### src/design/stack_queue_opcode_engine_defines.svh
// Assertion macros shared by the stack/queue engine.
`ifndef STACK_QUEUE_OPCODE_ENGINE_DEFINES_SVH
`define STACK_QUEUE_OPCODE_ENGINE_DEFINES_SVH

// Same-cycle implication.
`define SQOE_ASSERT_NOW(lbl, clk, rst, ante, cons, msg) \
   lbl: assert property (@(posedge clk) disable iff (rst) (ante) |-> (cons)) else $error(msg);

// Next-cycle implication.
`define SQOE_ASSERT_NEXT(lbl, clk, rst, ante, cons, msg) \
   lbl: assert property (@(posedge clk) disable iff (rst) (ante) |=> (cons)) else $error(msg);

`endif

### src/design/sqoe_pkg.sv
`timescale 1ns / 1ps
`default_nettype none
package sqoe_pkg;

   localparam int DATA_W   = 32;
   localparam int ACTION_W = 3;
   localparam int STATUS_W = 2;

   localparam logic [ACTION_W-1:0] ACT_PUSH = 3'd0;
   localparam logic [ACTION_W-1:0] ACT_PEEK = 3'd1;
   localparam logic [ACTION_W-1:0] ACT_POP  = 3'd2;
   localparam logic [ACTION_W-1:0] ACT_SWAP = 3'd3;
   localparam logic [ACTION_W-1:0] ACT_ADD  = 3'd4;

   localparam logic [STATUS_W-1:0] ST_OK    = 2'd0;
   localparam logic [STATUS_W-1:0] ST_EMPTY = 2'd1;
   localparam logic [STATUS_W-1:0] ST_SHORT = 2'd2;
   localparam logic [STATUS_W-1:0] ST_FULL  = 2'd3;

   typedef logic signed [DATA_W-1:0] data_type;

   // what a cell loads this cycle
   typedef enum logic [1:0] {
      CELL_HOLD,
      CELL_TAKE_UP,
      CELL_TAKE_DN,
      CELL_LOAD
   } cell_mode_type;

endpackage
`default_nettype wire

### src/design/sqoe_chan_if.sv
`timescale 1ns / 1ps
`default_nettype none
interface sqoe_req_if;
   import sqoe_pkg::*;

   logic                valid;
   logic                ready;
   logic [ACTION_W-1:0] action;
   data_type            push_value;

   modport source (output valid, output action, output push_value, input ready);
   modport sink   (input valid, input action, input push_value, output ready);
endinterface

interface sqoe_rsp_if;
   import sqoe_pkg::*;

   logic                valid;
   logic                ready;
   data_type            top_value;
   logic                top_valid;
   logic [STATUS_W-1:0] status;

   modport source (output valid, output top_value, output top_valid, output status,
                   input ready);
   modport sink   (input valid, input top_value, input top_valid, input status,
                   output ready);
endinterface
`default_nettype wire

### src/design/sqoe_cell.sv
`timescale 1ns / 1ps
`default_nettype none
module sqoe_cell (
   input  wire                    clock,
   input  sqoe_pkg::cell_mode_type mode,
   input  sqoe_pkg::data_type     from_up,
   input  sqoe_pkg::data_type     from_dn,
   input  sqoe_pkg::data_type     load_data,
   output sqoe_pkg::data_type     value
);
   import sqoe_pkg::*;

   data_type value_ff;
   data_type value_in;

   always_comb begin
      unique case (mode)
         CELL_HOLD:    value_in = value_ff;
         CELL_TAKE_UP: value_in = from_up;
         CELL_TAKE_DN: value_in = from_dn;
         CELL_LOAD:    value_in = load_data;
         default:      value_in = value_ff;
      endcase
   end

   always_ff @(posedge clock) begin
      value_ff <= value_in;
   end

   assign value = value_ff;

endmodule
`default_nettype wire

### src/design/stack_queue_opcode_engine.sv
// Stack/queue opcode engine.
// req: one word per opcode (action, push_value), valid/ready handshake.
// rsp: one word per opcode (top_value, top_valid, status).
// csr: csr_we/csr_wdata write queue_mode (0 stack, 1 queue); write only when idle.
// Storage is a row of STORE_DEPTH cells; cell 0 always holds the top entry.
// Peek and errors hold all cells; others update cells together: cells shift toward
// or away from the top, the top two trade places, or the addressed cell loads.
// The response word is registered and is valid the cycle after the request is taken.
// Throughput: one opcode per cycle while rsp keeps up; the single output
// register limits it.
// Stall: while a response waits unread, req.ready is low; state holds.
// Reset: entry count, queue_mode and rsp.valid clear; cell contents are
// not cleared and are never shown before being written.
// Errors (empty, too short, full) leave the store unchanged and report status.
`timescale 1ns / 1ps
`default_nettype none
`include "stack_queue_opcode_engine_defines.svh"
module stack_queue_opcode_engine #(
   parameter int STORE_DEPTH = 64
) (
   input  wire        clock,
   input  wire        reset,
   sqoe_req_if.sink   req_if,
   sqoe_rsp_if.source rsp_if,
   input  wire        csr_we,
   input  wire        csr_wdata
);
   import sqoe_pkg::*;

   localparam int CNT_W = $clog2(STORE_DEPTH + 1);

   logic             csr_queue_mode_ff;
   logic [CNT_W-1:0] count_ff;
   logic [CNT_W-1:0] count_in;

   logic                rsp_valid_ff;
   data_type            rsp_top_value_ff;
   logic                rsp_top_valid_ff;
   logic [STATUS_W-1:0] rsp_status_ff;

   data_type cell_value [STORE_DEPTH];
   data_type sum;
   data_type load_data;
   data_type top_in;

   logic                req_fire;
   logic                do_push_stk;
   logic                do_push_q;
   logic                do_pop;
   logic                do_swap;
   logic                do_add;
   logic [STATUS_W-1:0] status_in;

   assign req_if.ready = !rsp_valid_ff || rsp_if.ready;
   assign req_fire     = req_if.valid && req_if.ready;
   assign sum          = cell_value[0] + cell_value[1];
   assign load_data    = do_add ? sum : req_if.push_value;

   always_comb begin
      do_push_stk = 1'b0;
      do_push_q   = 1'b0;
      do_pop      = 1'b0;
      do_swap     = 1'b0;
      do_add      = 1'b0;
      status_in   = ST_OK;
      count_in    = count_ff;
      top_in      = cell_value[0];
      unique case (req_if.action)
         ACT_PUSH: begin
            if (count_ff == CNT_W'(STORE_DEPTH)) begin
               status_in = ST_FULL;
            end else begin
               count_in = count_ff + 1'b1;
               if (csr_queue_mode_ff) begin
                  do_push_q = 1'b1;
                  if (count_ff == '0) begin
                     top_in = req_if.push_value;
                  end
               end else begin
                  do_push_stk = 1'b1;
                  top_in      = req_if.push_value;
               end
            end
         end
         ACT_PEEK: begin
            if (count_ff == '0) begin
               status_in = ST_EMPTY;
            end
         end
         ACT_POP: begin
            if (count_ff == '0) begin
               status_in = ST_EMPTY;
            end else begin
               do_pop   = 1'b1;
               count_in = count_ff - 1'b1;
               top_in   = cell_value[1];
            end
         end
         ACT_SWAP: begin
            if (count_ff < CNT_W'(2)) begin
               status_in = ST_SHORT;
            end else begin
               do_swap = 1'b1;
               top_in  = cell_value[1];
            end
         end
         ACT_ADD: begin
            if (count_ff < CNT_W'(2)) begin
               status_in = ST_SHORT;
            end else begin
               do_add   = 1'b1;
               count_in = count_ff - 1'b1;
               top_in   = sum;
            end
         end
         default: begin
         end
      endcase
   end

   for (genvar i = 0; i < STORE_DEPTH; i++) begin : g_cell
      cell_mode_type mode;
      data_type      from_up;
      data_type      from_dn;

      if (i == 0) begin : g_first
         assign from_up = req_if.push_value;
      end else begin : g_up
         assign from_up = cell_value[i-1];
      end
      if (i == STORE_DEPTH - 1) begin : g_last
         assign from_dn = '0;
      end else begin : g_dn
         assign from_dn = cell_value[i+1];
      end

      always_comb begin
         mode = CELL_HOLD;
         if (req_fire) begin
            if (do_push_stk) begin
               mode = (i == 0) ? CELL_LOAD : CELL_TAKE_UP;
            end
            if (do_push_q && count_ff == CNT_W'(i)) begin
               mode = CELL_LOAD;
            end
            if (do_pop) begin
               mode = CELL_TAKE_DN;
            end
            if (do_swap && i == 0) begin
               mode = CELL_TAKE_DN;
            end
            if (do_swap && i == 1) begin
               mode = CELL_TAKE_UP;
            end
            if (do_add) begin
               mode = (i == 0) ? CELL_LOAD : CELL_TAKE_DN;
            end
         end
      end

      sqoe_cell u_cell (
         .clock     (clock),
         .mode      (mode),
         .from_up   (from_up),
         .from_dn   (from_dn),
         .load_data (load_data),
         .value     (cell_value[i])
      );
   end

   always_ff @(posedge clock) begin
      if (reset) begin
         csr_queue_mode_ff <= 1'b0;
         count_ff          <= '0;
         rsp_valid_ff      <= 1'b0;
      end else begin
         if (csr_we) begin
            csr_queue_mode_ff <= csr_wdata;
         end
         if (req_fire) begin
            count_ff     <= count_in;
            rsp_valid_ff <= 1'b1;
         end else if (rsp_if.ready) begin
            rsp_valid_ff <= 1'b0;
         end
      end
   end

   always_ff @(posedge clock) begin
      if (req_fire) begin
         rsp_top_value_ff <= (count_in != '0) ? top_in : '0;
         rsp_top_valid_ff <= (count_in != '0);
         rsp_status_ff    <= status_in;
      end
   end

   assign rsp_if.valid     = rsp_valid_ff;
   assign rsp_if.top_value = rsp_top_value_ff;
   assign rsp_if.top_valid = rsp_top_valid_ff;
   assign rsp_if.status    = rsp_status_ff;

   `SQOE_ASSERT_NOW(a_count_bound, clock, reset, 1'b1,
      count_ff <= CNT_W'(STORE_DEPTH), "entry count beyond depth")
   `SQOE_ASSERT_NEXT(a_rsp_follows, clock, reset, req_fire,
      rsp_valid_ff, "no response after request")
   `SQOE_ASSERT_NEXT(a_top_valid, clock, reset, req_fire,
      rsp_top_valid_ff == (count_ff != '0), "top_valid disagrees with count")
   `SQOE_ASSERT_NEXT(a_err_holds, clock, reset, req_fire && status_in != ST_OK,
      count_ff == $past(count_ff), "error changed count")

endmodule
`default_nettype wire
### src/flat_wrapper.sv
// flat-port wrapper written by rule: the top's interface ports become plain ports
module stack_queue_opcode_engine_flat import sqoe_pkg::*;
#(
   parameter int STORE_DEPTH = 64
)
  (clock, reset, csr_we, csr_wdata, req_if_valid, req_if_action, req_if_push_value, req_if_ready, rsp_if_valid, rsp_if_top_value, rsp_if_top_valid, rsp_if_status, rsp_if_ready);
  sqoe_req_if req_if_i ();
  sqoe_rsp_if rsp_if_i ();
  input  wire clock;
  input  wire reset;
  input  wire csr_we;
  input  wire csr_wdata;
  input wire logic [$bits(req_if_i.valid)-1:0] req_if_valid;
  input wire logic [$bits(req_if_i.action)-1:0] req_if_action;
  input wire logic [$bits(req_if_i.push_value)-1:0] req_if_push_value;
  output wire logic [$bits(req_if_i.ready)-1:0] req_if_ready;
  output wire logic [$bits(rsp_if_i.valid)-1:0] rsp_if_valid;
  output wire logic [$bits(rsp_if_i.top_value)-1:0] rsp_if_top_value;
  output wire logic [$bits(rsp_if_i.top_valid)-1:0] rsp_if_top_valid;
  output wire logic [$bits(rsp_if_i.status)-1:0] rsp_if_status;
  input wire logic [$bits(rsp_if_i.ready)-1:0] rsp_if_ready;
  assign req_if_i.valid = req_if_valid;
  assign req_if_i.action = req_if_action;
  assign req_if_i.push_value = req_if_push_value;
  assign req_if_ready = req_if_i.ready;
  assign rsp_if_valid = rsp_if_i.valid;
  assign rsp_if_top_value = rsp_if_i.top_value;
  assign rsp_if_top_valid = rsp_if_i.top_valid;
  assign rsp_if_status = rsp_if_i.status;
  assign rsp_if_i.ready = rsp_if_ready;
  stack_queue_opcode_engine #(.STORE_DEPTH(STORE_DEPTH)) u_core (.clock(clock), .reset(reset), .req_if(req_if_i), .rsp_if(rsp_if_i), .csr_we(csr_we), .csr_wdata(csr_wdata));
endmodule
### config.mk
export PLATFORM = sky130hd
export DESIGN_NAME = stack_queue_opcode_engine_flat
export DESIGN_NICKNAME = d
export VERILOG_FILES = /design/src/design/sqoe_pkg.sv /design/src/design/sqoe_chan_if.sv /design/src/design/sqoe_cell.sv /design/src/design/stack_queue_opcode_engine.sv /design/src/flat_wrapper.sv
export VERILOG_INCLUDE_DIRS = /design/src /design/src/design
export SDC_FILE = /design/constraint.sdc
export NUM_CORES = 2
export LEC_CHECK = 0
export ABC_AREA = 1
export BUFFER_PORTS_ARGS = -buffer_cell sky130_fd_sc_hd__buf_2
export CORE_MARGIN = 2
export CORE_UTILIZATION = 50
export CTS_CLUSTER_SIZE = 20
export DETAILED_ROUTE_END_ITERATION = 7
export GPL_ROUTABILITY_DRIVEN = 0
export HOLD_SLACK_MARGIN = 0.03
export PLACE_DENSITY_LB_ADDON = 0.15
export SLEW_MARGIN = 20
export SYNTH_ARGS = -nofsm -noshare
export SYNTH_HDL_FRONTEND = slang
export SYNTH_HIERARCHICAL = 1
export SYNTH_SLANG_ARGS = --single-unit
### constraint.sdc
create_clock -name clock -period 8.1 [get_ports clock]
set_clock_uncertainty 0.05 [all_clocks]
set_input_delay 1.62 -clock clock [delete_from_list [all_inputs] [get_ports clock]]
set_output_delay 1.62 -clock clock [all_outputs]
set_load 0.02 [all_outputs]
==> out/qor.yml <==
topRoutingLayerUsed: "met5"
drc: 0
maxCapViolCount: 0
routed_via_density: 6.46
worstSetupPathType: "in2reg"
synth_common_cells: "6232 x nand3_1, 2551 x nand2_1, 2083 x edfxtp_1"
clock_path_buffers: 3
wirelength_met1_um: 159000
fmax_mhz: 173
postCtsSetupBuffers: 0
yosysSeqAreaShare_pct: 53.0
drt_iter0_markers: 16500
power.total_uw: 27100
cts_num_sinks: 2092
routed-wl-met3_um: 46700
crit_path_start_kind: "input pin"
holdCritPathClass: "reg2reg"
gr-total-overflow: 0
drt_pass1_iterations: 7
fin_crit_ns: 5.78
required_ns: 8.60
port_buffers: 77
wl_met2_um: 181000
grt_max_degree: 66
grt_pass1_wl_um: 607000
dieHeight_um: 490
holdBufCountCts: 0
cts-resized-gates: 0
worstMarginPinSlew_ns: 1.22
slowest_delay_ns: 1.07
rsz0062_at_grt: "no"
finalNetCount: 12500
core-area_um2: 235000
peakVddDrop_mv: 0.227
async_flop_share_pct: 0
grt_pass1_vias: 95800
p_switching_uw: 7900
insertion_delay_ns: 0.90
syn2layout_area_growth_pct: 3.91
internal-power_uw: 19200
worstPathMaxFanout: 65
cp_slowest_cell: "clkinv_1"
p_leak_uw: 0.0455
ys.flop_type: "edfxtp_1"
ant_nets: 0
start_util_pct: 50.3
yosysTopAreaCell: "edfxtp_1"
wl_per_cell_um: 25.9
die_w_um: 490
clockPowerShare_pct: 37.6
cts_root_buffer: "clkbuf_16"
final-hold-violation-count: 0
vias: 102000
critPathBufInv: 6
syn_area_um2: 118000
critical-path-top-delay-family: "buffers and inverters"
syn_area_per_cell_um2: 9.17
tritoncts: "yes"
synth_edf_count: 2083
end_kind: "flip-flop"
track_usage_pct: 32.5
switching_share_pct: 29.1
cts_buffers: 228
finalWirelength_um: 407000
powerDensity_nw_per_um2: 221
ys_ff_latch: 2092
antenna_found_initial: 10
fp-row-count: 178
layout-drive-gt1-share_pct: 7.73
worst_ep_arrival_time_ns: 6.28
comb_power_share_pct: 13.3
fin_crit_sh_pct: 71.4
ys_warn_count: 6
synth_cell_types: 42
io_pins: 78
crit_path_cell_trace: "buf_2, nor2_1, inv_2, nor2_1, nand2_4, nand2_4, inv_4, a21oi_4, buf_4, clkinv_1, nand2_1, buf_4"
yosysMostFrequentCell: "nand3_1"
dieArea_um2: 241000
status: "completed"
dp_hpwl_um: 272000
htree_levels: 4
finalSetupTns_ns: 0
syn-instance-count: 12900
setup_viol: 0
relSlewSlack_pct: 18.5
clkTransAtPathRegs_ns: 0.06
synthTopCellsByArea: "edfxtp_1 53%, nand3_1 26%, nand2_1 8.1%"
slew_viol_final: 0
pwr-share-seq_pct: 49.0
synth_top_area_share_pct: 52.9
==> state kept, by name, indices dropped and copies added (netlist names) <==
register and cells:
u_core/rsp_if.valid 1, u_core/rsp_if.top_valid 1, u_core/rsp_if.status 2, u_core/rsp_if.top_value 32
u_core/csr_queue_mode_ff 1, u_core/count_ff 7, u_core/g_cell.u_cell/value 2048
==> power groups by stage <==
stage	Sequential (uW)	Combinational, uW	Clock, uW
CTS	13300	3500	10300
detailed placement	13500	3490	0
global placement	13500	3410	0
finish	13300	3620	10200
floorplan	13200	2500	0
global route	13300	3860	10700
==> per-layer routing <==
layer | GRT usage (%) | vias up
li1 | - | 45200
met2 | 49.6 | 6491
met1 | 44.6 | 48900
met5 | 0 | -
met4 | 13.8 | 10
met3 | 7.21 | 1109
==> worst min-delay path, stage by stage (launching register included) <==
cell,delay (ns)
edfxtp_1,0.32
nand3_1,0.07
nand3_1,0.06
==> kinds of logic after synthesis <==
family	synth area share, %
AO/OA/AOI/OAI	0.990
adder cells (fa/ha/maj)	0.398
AND/OR/NAND/NOR	35.5
buffers and inverters	10.0
XOR/XNOR	0.0888
other	0.00317
flip-flops	53.0
==> layout by cell type, fill, tap and decap left out, drive strengths merged <==
master	netlist	layout
a211oi	2	2
a21boi	2	2
a21o	1	1
a21oi	142	142
a31oi	1	1
and2	2	2
and3	2	2
buf	1108	374
bufinv	0	11
clkbuf	33	285
clkinv	2	114
clkinvlp	0	6
conb	1	32
dfxtp	9	9
diode	0	4
edfxtp	2083	2083
fa	1	1
ha	36	36
inv	353	357
nand2	2566	2566
nand3	6232	6232
nand3b	7	7
nand4	6	6
nor2	205	205
nor3	7	7
nor3b	2	2
nor4	1	1
o211ai	8	8
o21a	1	1
o21ai	57	57
o21bai	6	6
o22ai	3	3
or2	16	16
xnor2	5	5
xor2	7	7
==> cell type report <==
class / count / area, um2
inverter: 355 / 1500
multi-input combinational: 9350 / 44900
timing repair buffer: 374 / 2720
clock buffer: 285 / 5980
fill: 21800 / 112000
antenna: 4 / 10.0
clock inverter: 133 / 1140
sequential: 2092 / 62700
tap: 3150 / 3940
==> final timing paths <==
check / startpoint / endpoint / slack [ns] / cells past startpoint
max: req_if_action[1] / u_core/g_cell[63].u_cell/value[6] / 2.32 / 12
min: u_core/g_cell[63].u_cell/value[20] / u_core/g_cell[62].u_cell/value[20] / 0.50 / 2
max reg2reg: u_core/count_ff[0] / u_core/g_cell[19].u_cell/value[14] / 2.48 / 13
min reg2reg: u_core/g_cell[63].u_cell/value[20] / u_core/g_cell[62].u_cell/value[20] / 0.50 / 2
==> per-stage QoR <==
step           setup slack (ns)  std cells  utilization [%]  hold WS [ns]  area [um2]
2_1_floorplan              1.90      12900                -         0.475      118000
3_3_place_gp               1.84      15300             49.2         0.486      116000
3_5_place_dp               1.72      15300             49.2         0.494      116000
4_1_cts                    2.43      15700             52.3         0.499      123000
5_1_grt                    2.16      15700             52.3         0.529      123000
6_report                   2.32      15700             52.3         0.500      123000
Note: power is estimated with default switching activity, not from simulation.
